## src/fus_pkg.sv

```systemverilog
// ----------------------------------------------------------------------------
// Firmware upload sequencer package
// Shared types and codes for the upload sequencer modules.
// ----------------------------------------------------------------------------
package fus_pkg;

  localparam int unsigned IN_W   = 56;
  localparam int unsigned USER_W = 5;
  localparam int unsigned OUT_W  = 80;

  typedef enum logic [2:0] {
    OP_INIT = 3'd0, OP_LOAD = 3'd1, OP_START = 3'd2,
    OP_RESP = 3'd3, OP_ABORT = 3'd4, OP_TICK = 3'd5
  } op_t;

  typedef enum logic [3:0] {
    PH_UNSUP = 4'd0, PH_NOTREADY = 4'd1, PH_LOADED = 4'd2, PH_ERASING = 4'd3,
    PH_SENDING = 4'd4, PH_WAITING = 4'd5, PH_FINAL = 4'd6, PH_DONE = 4'd7,
    PH_ABORTED = 4'd8, PH_ERROR = 4'd9
  } phase_t;

  localparam logic [3:0] F_NONE = 4'd0, F_LOAD = 4'd1, F_NOTLOADED = 4'd2,
    F_BADRESP = 4'd3, F_REMOTE = 4'd4, F_ERASE_TO = 4'd5, F_READY_TO = 4'd6,
    F_PROG_TO = 4'd7, F_SEQ = 4'd8, F_RETRIES = 4'd9;

  localparam logic [1:0] REQ_NONE = 2'd0, REQ_STATUS = 2'd1, REQ_DATA = 2'd2;
  localparam logic [1:0] KIND_UPGRADE = 2'd0, KIND_CONFIG = 2'd1;

  typedef enum logic [2:0] {
    CFG_CHUNK = 3'd0, CFG_ERASE = 3'd1, CFG_BUSY = 3'd2, CFG_PROG = 3'd3,
    CFG_NOREPLY = 3'd4, CFG_RETRY = 3'd5, CFG_REFRESH = 3'd6
  } cfg_idx_t;

  typedef struct packed {
    logic [23:0] image_bytes;
    logic        load_ok;
    logic [7:0]  seq_id;
    logic        verify_flag;
    logic        programmed_flag;
    logic        prog_fifo_full;
    logic        ready_flag;
    logic        erased_flag;
    logic [10:0] error_flags;
    logic        response_ok;
    logic [1:0]  command_kind;
    logic [2:0]  operation;
  } req_t;

  typedef struct packed {
    logic [3:0]  fault_code;
    logic [15:0] all_retries;
    logic [7:0]  run_retries;
    logic [1:0]  config_writes;
    logic [12:0] chunk_length;
    logic [1:0]  upgrade_request;
    logic [23:0] position;
    logic [3:0]  phase;
    logic        handled;
  } res_t;

  typedef struct packed {
    logic [12:0] chunk;
    logic [19:0] erase_limit;
    logic [19:0] busy_limit;
    logic [19:0] program_limit;
    logic [16:0] no_reply;
    logic [7:0]  retry_limit;
    logic [16:0] refresh;
  } cfg_t;

endpackage

```

## src/fus_cfg.sv

```systemverilog
// ----------------------------------------------------------------------------
// Configuration registers
// Holds the limits and chunk size; chunk size and periods are normalized here.
// ----------------------------------------------------------------------------
module fus_cfg (
  input  logic          clk,
  input  logic          rst,
  input  logic          cfg_we,
  input  logic [2:0]    cfg_addr,
  input  logic [19:0]   cfg_wdata,
  output fus_pkg::cfg_t cfg
);
  logic [12:0] chunk_raw;
  logic [13:0] chunk_up;
  logic [16:0] noreply_raw, refresh_raw;
  logic [19:0] erase_lim, busy_lim, prog_lim;
  logic [7:0]  retry_lim;

  always_ff @(posedge clk) begin
    if (rst) begin
      chunk_raw <= 13'd256;
      erase_lim <= 20'd120000;
      busy_lim <= 20'd1000;
      prog_lim <= 20'd10000;
      noreply_raw <= 17'd200;
      retry_lim <= 8'd5;
      refresh_raw <= 17'd1000;
    end else if (cfg_we) begin
      case (cfg_addr)
        fus_pkg::CFG_CHUNK:   chunk_raw <= cfg_wdata[12:0];
        fus_pkg::CFG_ERASE:   erase_lim <= cfg_wdata;
        fus_pkg::CFG_BUSY:    busy_lim <= cfg_wdata;
        fus_pkg::CFG_PROG:    prog_lim <= cfg_wdata;
        fus_pkg::CFG_NOREPLY: noreply_raw <= cfg_wdata[16:0];
        fus_pkg::CFG_RETRY:   retry_lim <= cfg_wdata[7:0];
        fus_pkg::CFG_REFRESH: refresh_raw <= cfg_wdata[16:0];
        default: ;
      endcase
    end
  end

  always_comb begin
    chunk_up = ({1'b0, chunk_raw} + 14'd3) & ~14'd3;
    cfg.chunk = (chunk_up > 14'd4096) ? 13'd4096 : chunk_up[12:0];
    cfg.erase_limit = erase_lim;
    cfg.busy_limit = busy_lim;
    cfg.program_limit = prog_lim;
    cfg.no_reply = (noreply_raw == '0) ? 17'd1 : noreply_raw;
    cfg.retry_limit = retry_lim;
    cfg.refresh = (refresh_raw == '0) ? 17'd1 : refresh_raw;
  end
endmodule

```

## src/fus_core.sv

```systemverilog
// ----------------------------------------------------------------------------
// Sequencer state and decision logic
// Decides the step from the registered request and registers the state and the result.
// ----------------------------------------------------------------------------
module fus_core #(
  parameter int unsigned SEQ_BITS = 8
) (
  input  logic          clk,
  input  logic          rst,
  input  fus_pkg::cfg_t cfg,
  input  logic          in_go,
  input  fus_pkg::req_t req,
  output fus_pkg::res_t res
);
  fus_pkg::phase_t phase, phase_next;
  logic [23:0] offset, offset_next, size, size_next;
  logic [12:0] last_len, last_len_next;
  logic [SEQ_BITS-1:0] expect_seq, expect_seq_next;
  logic [1:0]  pending, pending_next;
  logic [7:0]  seq_retry, seq_retry_next;
  logic [15:0] tot_retry, tot_retry_next;
  logic [31:0] tick_now, tick_next, phase_start, phase_start_next;
  logic [31:0] reply_dl, reply_dl_next, refresh_due, refresh_due_next;
  logic        reply_armed, reply_armed_next, refresh_armed, refresh_armed_next;
  fus_pkg::res_t r;

  logic        active, errs, seq_match;
  logic [31:0] elapsed, tnow;
  logic [23:0] avail;
  logic [12:0] len;

  always_comb begin
    phase_next = phase; offset_next = offset; size_next = size;
    last_len_next = last_len; expect_seq_next = expect_seq;
    pending_next = pending; seq_retry_next = seq_retry; tot_retry_next = tot_retry;
    tick_next = tick_now; phase_start_next = phase_start;
    reply_dl_next = reply_dl; refresh_due_next = refresh_due;
    reply_armed_next = reply_armed; refresh_armed_next = refresh_armed;
    r = '0;
    active = (phase == fus_pkg::PH_ERASING) || (phase == fus_pkg::PH_SENDING) ||
             (phase == fus_pkg::PH_WAITING) || (phase == fus_pkg::PH_FINAL);
    errs = |req.error_flags;
    tnow = (req.operation == fus_pkg::OP_TICK) ? tick_now + 32'd1 : tick_now;
    elapsed = tnow - phase_start;
    seq_match = (16'(expect_seq) == 16'(req.seq_id));
    avail = 24'd0; len = 13'd0;
    case (req.operation)
      fus_pkg::OP_INIT: begin
        if (phase == fus_pkg::PH_UNSUP) begin
          phase_next = fus_pkg::PH_NOTREADY;
          pending_next = '0; seq_retry_next = '0; tot_retry_next = '0; size_next = '0;
          r.handled = 1'b1;
        end
      end
      fus_pkg::OP_LOAD: begin
        if (phase == fus_pkg::PH_NOTREADY || phase == fus_pkg::PH_LOADED ||
            phase == fus_pkg::PH_DONE || phase == fus_pkg::PH_ABORTED ||
            phase == fus_pkg::PH_ERROR) begin
          if (req.load_ok) begin
            phase_next = fus_pkg::PH_LOADED; size_next = req.image_bytes;
            r.handled = 1'b1;
          end else begin
            size_next = '0; phase_next = fus_pkg::PH_ERROR; r.fault_code = fus_pkg::F_LOAD;
          end
        end
      end
      fus_pkg::OP_START: begin
        if (phase == fus_pkg::PH_LOADED || phase == fus_pkg::PH_DONE ||
            phase == fus_pkg::PH_ABORTED || phase == fus_pkg::PH_ERROR) begin
          if (size == '0) begin
            r.fault_code = fus_pkg::F_NOTLOADED;
          end else begin
            offset_next = '0; last_len_next = '0; seq_retry_next = '0; tot_retry_next = '0;
            pending_next = 2'd2; r.config_writes = 2'd2;
            refresh_due_next = tick_now + {15'd0, cfg.refresh}; refresh_armed_next = 1'b1;
            phase_start_next = tick_now; phase_next = fus_pkg::PH_ERASING;
            r.handled = 1'b1;
          end
        end
      end
      fus_pkg::OP_RESP: begin
        reply_armed_next = 1'b0;
        if (req.command_kind != fus_pkg::KIND_UPGRADE) begin
          if (req.command_kind == fus_pkg::KIND_CONFIG && pending != '0) begin
            pending_next = pending - 2'd1; r.handled = 1'b1;
          end
        end else if (!req.response_ok) begin
          phase_next = fus_pkg::PH_ERROR; r.fault_code = fus_pkg::F_BADRESP;
        end else if (phase == fus_pkg::PH_ERASING) begin
          r.handled = 1'b1; seq_retry_next = '0;
          if (errs) begin
            phase_next = fus_pkg::PH_ERROR; r.fault_code = fus_pkg::F_REMOTE;
            refresh_armed_next = 1'b0;
          end else if (req.erased_flag) begin
            phase_start_next = tick_now; phase_next = fus_pkg::PH_SENDING;
            refresh_armed_next = 1'b0; r.upgrade_request = fus_pkg::REQ_STATUS;
            expect_seq_next = '0;
          end else if (elapsed > {12'd0, cfg.erase_limit}) begin
            phase_next = fus_pkg::PH_ERROR; r.fault_code = fus_pkg::F_ERASE_TO;
            refresh_armed_next = 1'b0;
          end
        end else if (phase == fus_pkg::PH_SENDING || phase == fus_pkg::PH_WAITING) begin
          r.handled = 1'b1;
          if (errs) begin
            phase_next = fus_pkg::PH_ERROR; r.fault_code = fus_pkg::F_REMOTE;
          end else if (req.ready_flag && !req.prog_fifo_full) begin
            phase_start_next = tick_now;
            if (!seq_match && seq_retry >= cfg.retry_limit) begin
              phase_next = fus_pkg::PH_ERROR; r.fault_code = fus_pkg::F_SEQ;
            end else begin
              if (seq_match) begin
                offset_next = offset + {11'd0, last_len};
                expect_seq_next = expect_seq + SEQ_BITS'(1);
                seq_retry_next = '0;
              end else begin
                seq_retry_next = seq_retry + 8'd1;
                if (tot_retry != 16'hFFFF) tot_retry_next = tot_retry + 16'd1;
              end
              avail = (offset_next < size) ? size - offset_next : 24'd0;
              len = ({11'd0, cfg.chunk} < avail) ? cfg.chunk : avail[12:0];
              last_len_next = len;
              if (len == '0) begin
                phase_next = fus_pkg::PH_FINAL;
                refresh_due_next = tick_now + {15'd0, cfg.refresh};
                refresh_armed_next = 1'b1;
              end else begin
                phase_next = fus_pkg::PH_SENDING;
                r.upgrade_request = fus_pkg::REQ_DATA; r.chunk_length = len;
                reply_dl_next = tick_now + {15'd0, cfg.no_reply}; reply_armed_next = 1'b1;
              end
            end
          end else begin
            seq_retry_next = '0;
            if (elapsed > {12'd0, cfg.busy_limit}) begin
              phase_next = fus_pkg::PH_ERROR; r.fault_code = fus_pkg::F_READY_TO;
            end else begin
              phase_next = fus_pkg::PH_WAITING; r.upgrade_request = fus_pkg::REQ_STATUS;
              reply_dl_next = tick_now + {15'd0, cfg.no_reply}; reply_armed_next = 1'b1;
            end
          end
        end else if (phase == fus_pkg::PH_FINAL) begin
          r.handled = 1'b1; seq_retry_next = '0;
          if (errs) begin
            phase_next = fus_pkg::PH_ERROR; r.fault_code = fus_pkg::F_REMOTE;
            refresh_armed_next = 1'b0;
          end else if (req.programmed_flag && req.verify_flag) begin
            phase_next = fus_pkg::PH_DONE; refresh_armed_next = 1'b0;
            if (pending != 2'd3) pending_next = pending + 2'd1;
            r.config_writes = 2'd1;
          end else if (elapsed > {12'd0, cfg.program_limit}) begin
            phase_next = fus_pkg::PH_ERROR; r.fault_code = fus_pkg::F_PROG_TO;
            refresh_armed_next = 1'b0;
          end
        end
      end
      fus_pkg::OP_ABORT: begin
        if (active) begin
          reply_armed_next = 1'b0; refresh_armed_next = 1'b0;
          phase_next = fus_pkg::PH_ABORTED; r.handled = 1'b1;
        end
      end
      fus_pkg::OP_TICK: begin
        tick_next = tnow;
        if (reply_armed && reply_dl == tnow) begin
          reply_armed_next = 1'b0;
          if (active) begin
            r.handled = 1'b1;
            if (seq_retry >= cfg.retry_limit) begin
              phase_next = fus_pkg::PH_ERROR; r.fault_code = fus_pkg::F_RETRIES;
            end else begin
              r.upgrade_request = fus_pkg::REQ_STATUS;
              seq_retry_next = seq_retry + 8'd1;
              if (tot_retry != 16'hFFFF) tot_retry_next = tot_retry + 16'd1;
              reply_dl_next = tnow + {15'd0, cfg.no_reply}; reply_armed_next = 1'b1;
            end
          end
        end
        if (refresh_armed && refresh_due == tnow) begin
          r.handled = 1'b1; r.upgrade_request = fus_pkg::REQ_STATUS;
          reply_dl_next = tnow + {15'd0, cfg.no_reply}; reply_armed_next = 1'b1;
          refresh_due_next = tnow + {15'd0, cfg.refresh};
        end
      end
      default: ;
    endcase
    r.phase = phase_next;
    r.position = offset_next;
    r.run_retries = seq_retry_next;
    r.all_retries = tot_retry_next;
  end

  always_ff @(posedge clk) begin
    if (rst) begin
      phase <= fus_pkg::PH_UNSUP; offset <= '0; size <= '0; last_len <= '0;
      expect_seq <= '0; pending <= '0; seq_retry <= '0; tot_retry <= '0;
      tick_now <= '0; phase_start <= '0; reply_dl <= '0; refresh_due <= '0;
      reply_armed <= 1'b0; refresh_armed <= 1'b0;
    end else if (in_go) begin
      phase <= phase_next; offset <= offset_next; size <= size_next;
      last_len <= last_len_next; expect_seq <= expect_seq_next; pending <= pending_next;
      seq_retry <= seq_retry_next; tot_retry <= tot_retry_next; tick_now <= tick_next;
      phase_start <= phase_start_next; reply_dl <= reply_dl_next;
      refresh_due <= refresh_due_next; reply_armed <= reply_armed_next;
      refresh_armed <= refresh_armed_next;
    end
  end

  always_ff @(posedge clk) begin
    if (in_go) res <= r;
  end
endmodule

```

## src/firmware_upload_sequencer_core.sv

```systemverilog
// ----------------------------------------------------------------------------
// Firmware upload sequencer
// Event-driven sequencer for a remote flash upgrade over a command link.
// ----------------------------------------------------------------------------
// Each event request yields one result request. An event is registered, decided
// combinationally against the session state and the result is held in an output
// register, so a new event is taken every cycle while the output is free or
// being taken. Configuration is to be written through cfg_we/cfg_addr/cfg_wdata
// by the user only while no event is in flight; the block does not enforce this.
module firmware_upload_sequencer_core #(
  parameter int unsigned SEQ_BITS = 8
) (
  input  logic        clk,
  input  logic        rst,
  input  logic        cfg_we,
  input  logic [2:0]  cfg_addr,
  input  logic [19:0] cfg_wdata,
  input  logic        s_axis_tvalid,
  output logic        s_axis_tready,
  // operation, command_kind
  input  logic [fus_pkg::USER_W-1:0] s_axis_tuser,
  // response_ok, error_flags, erased_flag, ready_flag, prog_fifo_full,
  // programmed_flag, verify_flag, seq_id, load_ok, image_bytes
  input  logic [fus_pkg::IN_W-1:0]   s_axis_tdata,
  output logic        m_axis_tvalid,
  input  logic        m_axis_tready,
  // handled, phase, position, upgrade_request, chunk_length, config_writes,
  // run_retries, all_retries, fault_code
  output logic [fus_pkg::OUT_W-1:0]  m_axis_tdata
);
  fus_pkg::cfg_t cfg;
  fus_pkg::req_t req;
  fus_pkg::res_t res;
  logic in_valid, in_go;

  fus_cfg u_cfg (.clk, .rst, .cfg_we, .cfg_addr, .cfg_wdata, .cfg);

  // The input stage advances whenever the output register can take its result.
  assign in_go = in_valid && (!m_axis_tvalid || m_axis_tready);
  assign s_axis_tready = !in_valid || in_go;

  always_ff @(posedge clk) begin
    if (rst) begin
      in_valid <= 1'b0;
      m_axis_tvalid <= 1'b0;
    end else begin
      if (s_axis_tready) in_valid <= s_axis_tvalid;
      if (in_go) m_axis_tvalid <= 1'b1;
      else if (m_axis_tready) m_axis_tvalid <= 1'b0;
    end
  end

  always_ff @(posedge clk) begin
    if (s_axis_tready && s_axis_tvalid) req <= {s_axis_tdata[49:0], s_axis_tuser};
  end

  fus_core #(.SEQ_BITS(SEQ_BITS)) u_core (.clk, .rst, .cfg, .in_go, .req, .res);

  assign m_axis_tdata = {6'd0, res.fault_code, res.all_retries, res.run_retries,
    res.config_writes, res.chunk_length, res.upgrade_request, res.position,
    res.phase, res.handled};
endmodule
```

## config.mk

```make
export PLATFORM = sky130hd
export DESIGN_NAME = firmware_upload_sequencer_core
export DESIGN_NICKNAME = d
export VERILOG_FILES = /design/src/fus_pkg.sv /design/src/fus_cfg.sv /design/src/fus_core.sv /design/src/firmware_upload_sequencer_core.sv
export SDC_FILE = /design/constraint.sdc
export NUM_CORES = 2
export LEC_CHECK = 0
export CORE_ASPECT_RATIO = 0.7
export CORE_MARGIN = 4
export CORE_UTILIZATION = 39
export CTS_BUF_LIST = sky130_fd_sc_hd__clkbuf_8 sky130_fd_sc_hd__clkbuf_16
export CTS_CLUSTER_SIZE = 16
export DETAILED_ROUTE_END_ITERATION = 10
export DONT_BUFFER_PORTS = 1
export GPL_ROUTABILITY_DRIVEN = 1
export HOLD_SLACK_MARGIN = 0.12
export PLACE_DENSITY = 0.56
export SETUP_SLACK_MARGIN = 0.2
export SKIP_CTS_REPAIR_TIMING = 1
export SKIP_LAST_GASP = 1
export SYNTH_ARGS = -nofsm -noshare
export SYNTH_HDL_FRONTEND = slang
export SYNTH_SLANG_ARGS = --single-unit
export TNS_END_PERCENT = 5
```

## constraint.sdc

```tcl
create_clock -name clk -period 22.2 [get_ports clk]
set_input_delay 4.44 -clock clk [delete_from_list [all_inputs] [get_ports clk]]
set_output_delay 4.44 -clock clk [all_outputs]
set_load 0.1 [all_outputs]
```

==> results by stage <==
STA:
- The worst path meets setup with 12500 ps of slack.
- Summed over all failing endpoints, the final setup total negative slack is 0 ps.
- For the finished layout, the period the worst path requires is 9700 ps.
- The post-route fraction of the period consumed by the critical path is 0.437.
- Derived from the worst setup path, the maximum achievable clock frequency is 103 MHz.
- The final max-slew violation count was 0.
- For the final database, setup skew stands at 35.5 ps.
- Setup violations remaining at the end of the flow were counted as 0.
- For the pin with the worst max-slew slack, the measured transition is 1330 ps.
- Headroom to the max-slew limit came out at 0.110.
- The hold violation count in the final report was 0.
- Setup repair after global routing left no endpoint under its margin.

Clocking:
- The clock tree from TritonCTS is done.
- In this run the deepest clock path goes through 3 buffers.
- The total number of H-tree levels is 2.
- The clock drives 475 sinks.
- The clock buffer count from CTS is 49.
- CTS placed an instance of sky130_fd_sc_hd__clkbuf_16 at the clock tree root.
- Clock-pin slew was measured on the worst setup and hold paths at 60 ps.
- At the later pin of the worst-skew pair, clock insertion delay measures 640 ps.

Floorplan:
- The core region is 0.0790 mm^2.
- The die area is 0.0846 mm^2.
- The number of top-level design ports is 171.
- Row generation in the floorplan step produced 86 rows.
- The die width is 346 um.
- The floorplan step set the die height to 245 um.
- The initial utilization of the core area, before any placement, comes to 0.395.

Power:
- The ratio of total power to cell area is 58.0 mW/mm^2.
- Across the VDD grid, the largest voltage drop is 0.0593 mV.
- The design draws 1.94 mW.
- In this run the static leakage power is 12.8 nW.

Setup path:
- The number of cells on the worst reg-to-reg path is 31.
- The endpoint type of the worst setup path is a primary output.
- Along the worst path, the maximum fanout reaches 4.
- The startpoint of the worst-slack reg-to-reg timing path is u_core.last_len[0].
- The worst setup path is launched from a primary input.
- For the worst setup path, the data arrival time is 5260 ps.
- The reg-to-reg setup timing slack is 13140 ps.
- The terminus of the critical flop-to-flop path is u_core.reply_dl[27].
- The delay contributed by the slowest stage of the critical path is 620 ps.
- The data required time at the worst endpoint is 17760 ps.
- The instance count on the critical path is 2.
- The setup path with the least slack is of type primary input to primary output.
- The cell with the largest stage delay on the worst path is sky130_fd_sc_hd__nand2_1.
- The cell family contributing the most delay on the critical path is simple AND/OR/NAND/NOR gates.
- The number of buffers and inverters on the critical path is 0.
- The critical path goes through nor2b_1 > nand2_1.

Synth:
- After synthesis, the share of flip-flops with an asynchronous set or reset is 0.
- The count of yosys warnings during synthesis is 0.
- In the synthesized netlist the dominant register cell turns out to be sky130_fd_sc_hd__dfxtp_1.
- Yosys mapped a number of flops with a built-in enable equal to 129.
- The instance count of the mapped netlist is 3908.
- A synthesized cell averages 7.98 um^2.
- The share of the Yosys chip area taken by registers is 0.346.
- The mapped netlist covers 0.0312 mm^2.
- The number of different library cells in the post-synthesis netlist is 99.
- The post-synthesis register bit count is 475.

Route:
- The remaining routing DRC violations is 0.
- The detailed-route wire length is 110000 um.
- The total number of vias is 28700.
- The DRC violation total after the first TritonRoute iteration is 3227.
- The via density per instance is 5.92.
- The routed wire length per instance is 22.6 um.
- Once detail routing completed, the nets flagged for antenna violations numbered 0.
- The detailed-router iteration count before antenna repair is 7.

Min path:
- The worst-case hold path end point is u_cfg.prog_lim[16].
- The worst hold path belongs to the class flop to flop.
- The number of cells traversed by the worst hold path is 2.
- In this run the most critical hold path is launched from u_cfg.prog_lim[16].

Final layout:
- The number of filler instances in the final layout is 8071.
- Registers take 0.0108 mm^2.
- The area growth from synthesis to layout is 7.00%.
- The area of the multi-input gates is 0.0188 mm^2.
- The number of nets in the finished design is 4026.
- The most common library cell in the layout ignoring fill and taps is sky130_fd_sc_hd__nand2_1.
- The top cell types in the final layout, fill and taps aside, are sky130_fd_sc_hd__nand2_1 (624), sky130_fd_sc_hd__a21oi_1 (375), sky130_fd_sc_hd__dfxtp_1 (346).
- The proportion of layout cells with a drive suffix above 1 is 0.0481.

Place:
- The final HPWL from detailed placement is 80900 um.
- The pre-CTS setup slack is 12500 ps.
- Port buffering added 0 buffers.
- Routability-driven placement finished with a final weighted congestion of 0.967.

GRT:
- The global-route total usage across every layer is 0.249.
- The first global-routing pass estimated 164000 um of wire.
- The largest net degree at the start of global routing is 250.
- The overall overflow remaining after global route is 0.
- The number of antenna violations at the first check in global routing came to 4.
- The via count of the first global-routing pass was 25500.

Run status:
- The flow ran to the end, and the final reports show no timing, DRC or antenna violations.

Flow run:
- Max-cap violations in this run came to 0.
[cell families (layout without fill, tap and decap cells)]
kind of cell / Yosys count / in the layout / synth area share
AOI/OAI and AO/OA: 989 / 989 / 0.197
xor gates and xnor gates: 247 / 247 / 0.0728
adders and majority gates: 190 / 190 / 0.0774
buffers and inverters: 420 / 292 / 0.0529
DFF: 475 / 475 / 0.346
muxes: 57 / 57 / 0.0187
other: 1 / 7 / 0.000120
and+or+nand+nor: 1529 / 1529 / 0.234
[layout make-up]
class                      instances  area share
antenna                            1   0.0000750
clock buffer                      54      0.0392
clock inverter                    35     0.00664
inverter                         167      0.0189
multi-input combinational       3018       0.564
sequential                       475       0.324
tap                             1056      0.0396
timing repair buffer              36     0.00810
[registers in the layout, indices dropped and copies added (netlist names), 13 cells and up]
register            count
u_core.res             74
req                    55
u_core.phase_start     32
u_core.refresh_due     32
u_core.reply_dl        32
u_core.tick_now        32
u_core.offset          24
u_core.size            24
u_cfg.busy_lim         20
u_cfg.erase_lim        20
u_cfg.prog_lim         20
u_cfg.noreply_raw      17
u_cfg.refresh_raw      17
u_core.tot_retry       16
u_cfg.chunk_raw        13
u_core.last_len        13
[per-layer routing]
layer / vias to the layer above / global-route usage / share of wire
met3: 152 / 0.0732 / 0.11
met5: - / 0 / 0.00026
met2: 1269 / 0.328 / 0.38
met4: 4 / 0.0533 / 0.020
li1: 13600 / - / -
met1: 13600 / 0.392 / 0.49
[Yosys cell counts (all sizes together), types with 77 or more instances]
| cell type | count | area share |
|---|---|---|
| nand4 | 77 | 0.016 |
| nand3 | 146 | 0.024 |
| a21oi | 376 | 0.060 |
| clkbuf | 216 | 0.026 |
| o21ai | 212 | 0.034 |
| nor3 | 102 | 0.017 |
| nor2 | 255 | 0.031 |
| edfxtp | 129 | 0.12 |
| inv | 166 | 0.020 |
| xnor2 | 154 | 0.043 |
| ha | 185 | 0.074 |
| nand2 | 624 | 0.075 |
| xor2 | 87 | 0.025 |
| dfxtp | 346 | 0.22 |
[how the worst max path moves through the flow]
stage / from / end / slack [ps]
floorplan: m_axis_tready / s_axis_tready / 12560
global placement: m_axis_tready / s_axis_tready / 12520
detailed placement: m_axis_tready / s_axis_tready / 12500
CTS: m_axis_tready / s_axis_tready / 12500
global route: u_core.last_len[0] / u_core.reply_dl[27] / 12390
finish: m_axis_tready / s_axis_tready / 12500
[power breakdown]
group | leakage, nW | total (mW) | switching [mW] | internal (mW)
clock network | 0.808 | 0.816 | 0.372 | 0.444
logic | 7.99 | 0.152 | 0.106 | 0.0459
registers | 4.03 | 0.968 | 0.0571 | 0.910
[per-stage QoR]
stage	cells	area [um^2]	hold slack, ps	utilization
5_1_grt	4841	33400	472	0.422
6_report	4842	33400	454	0.422
3_5_place_dp	4752	31800	447	0.403
4_1_cts	4841	33400	455	0.422
2_1_floorplan	3913	31200	432	-
3_3_place_gp	4752	31800	443	0.403
(Power assumes the default switching activity.)
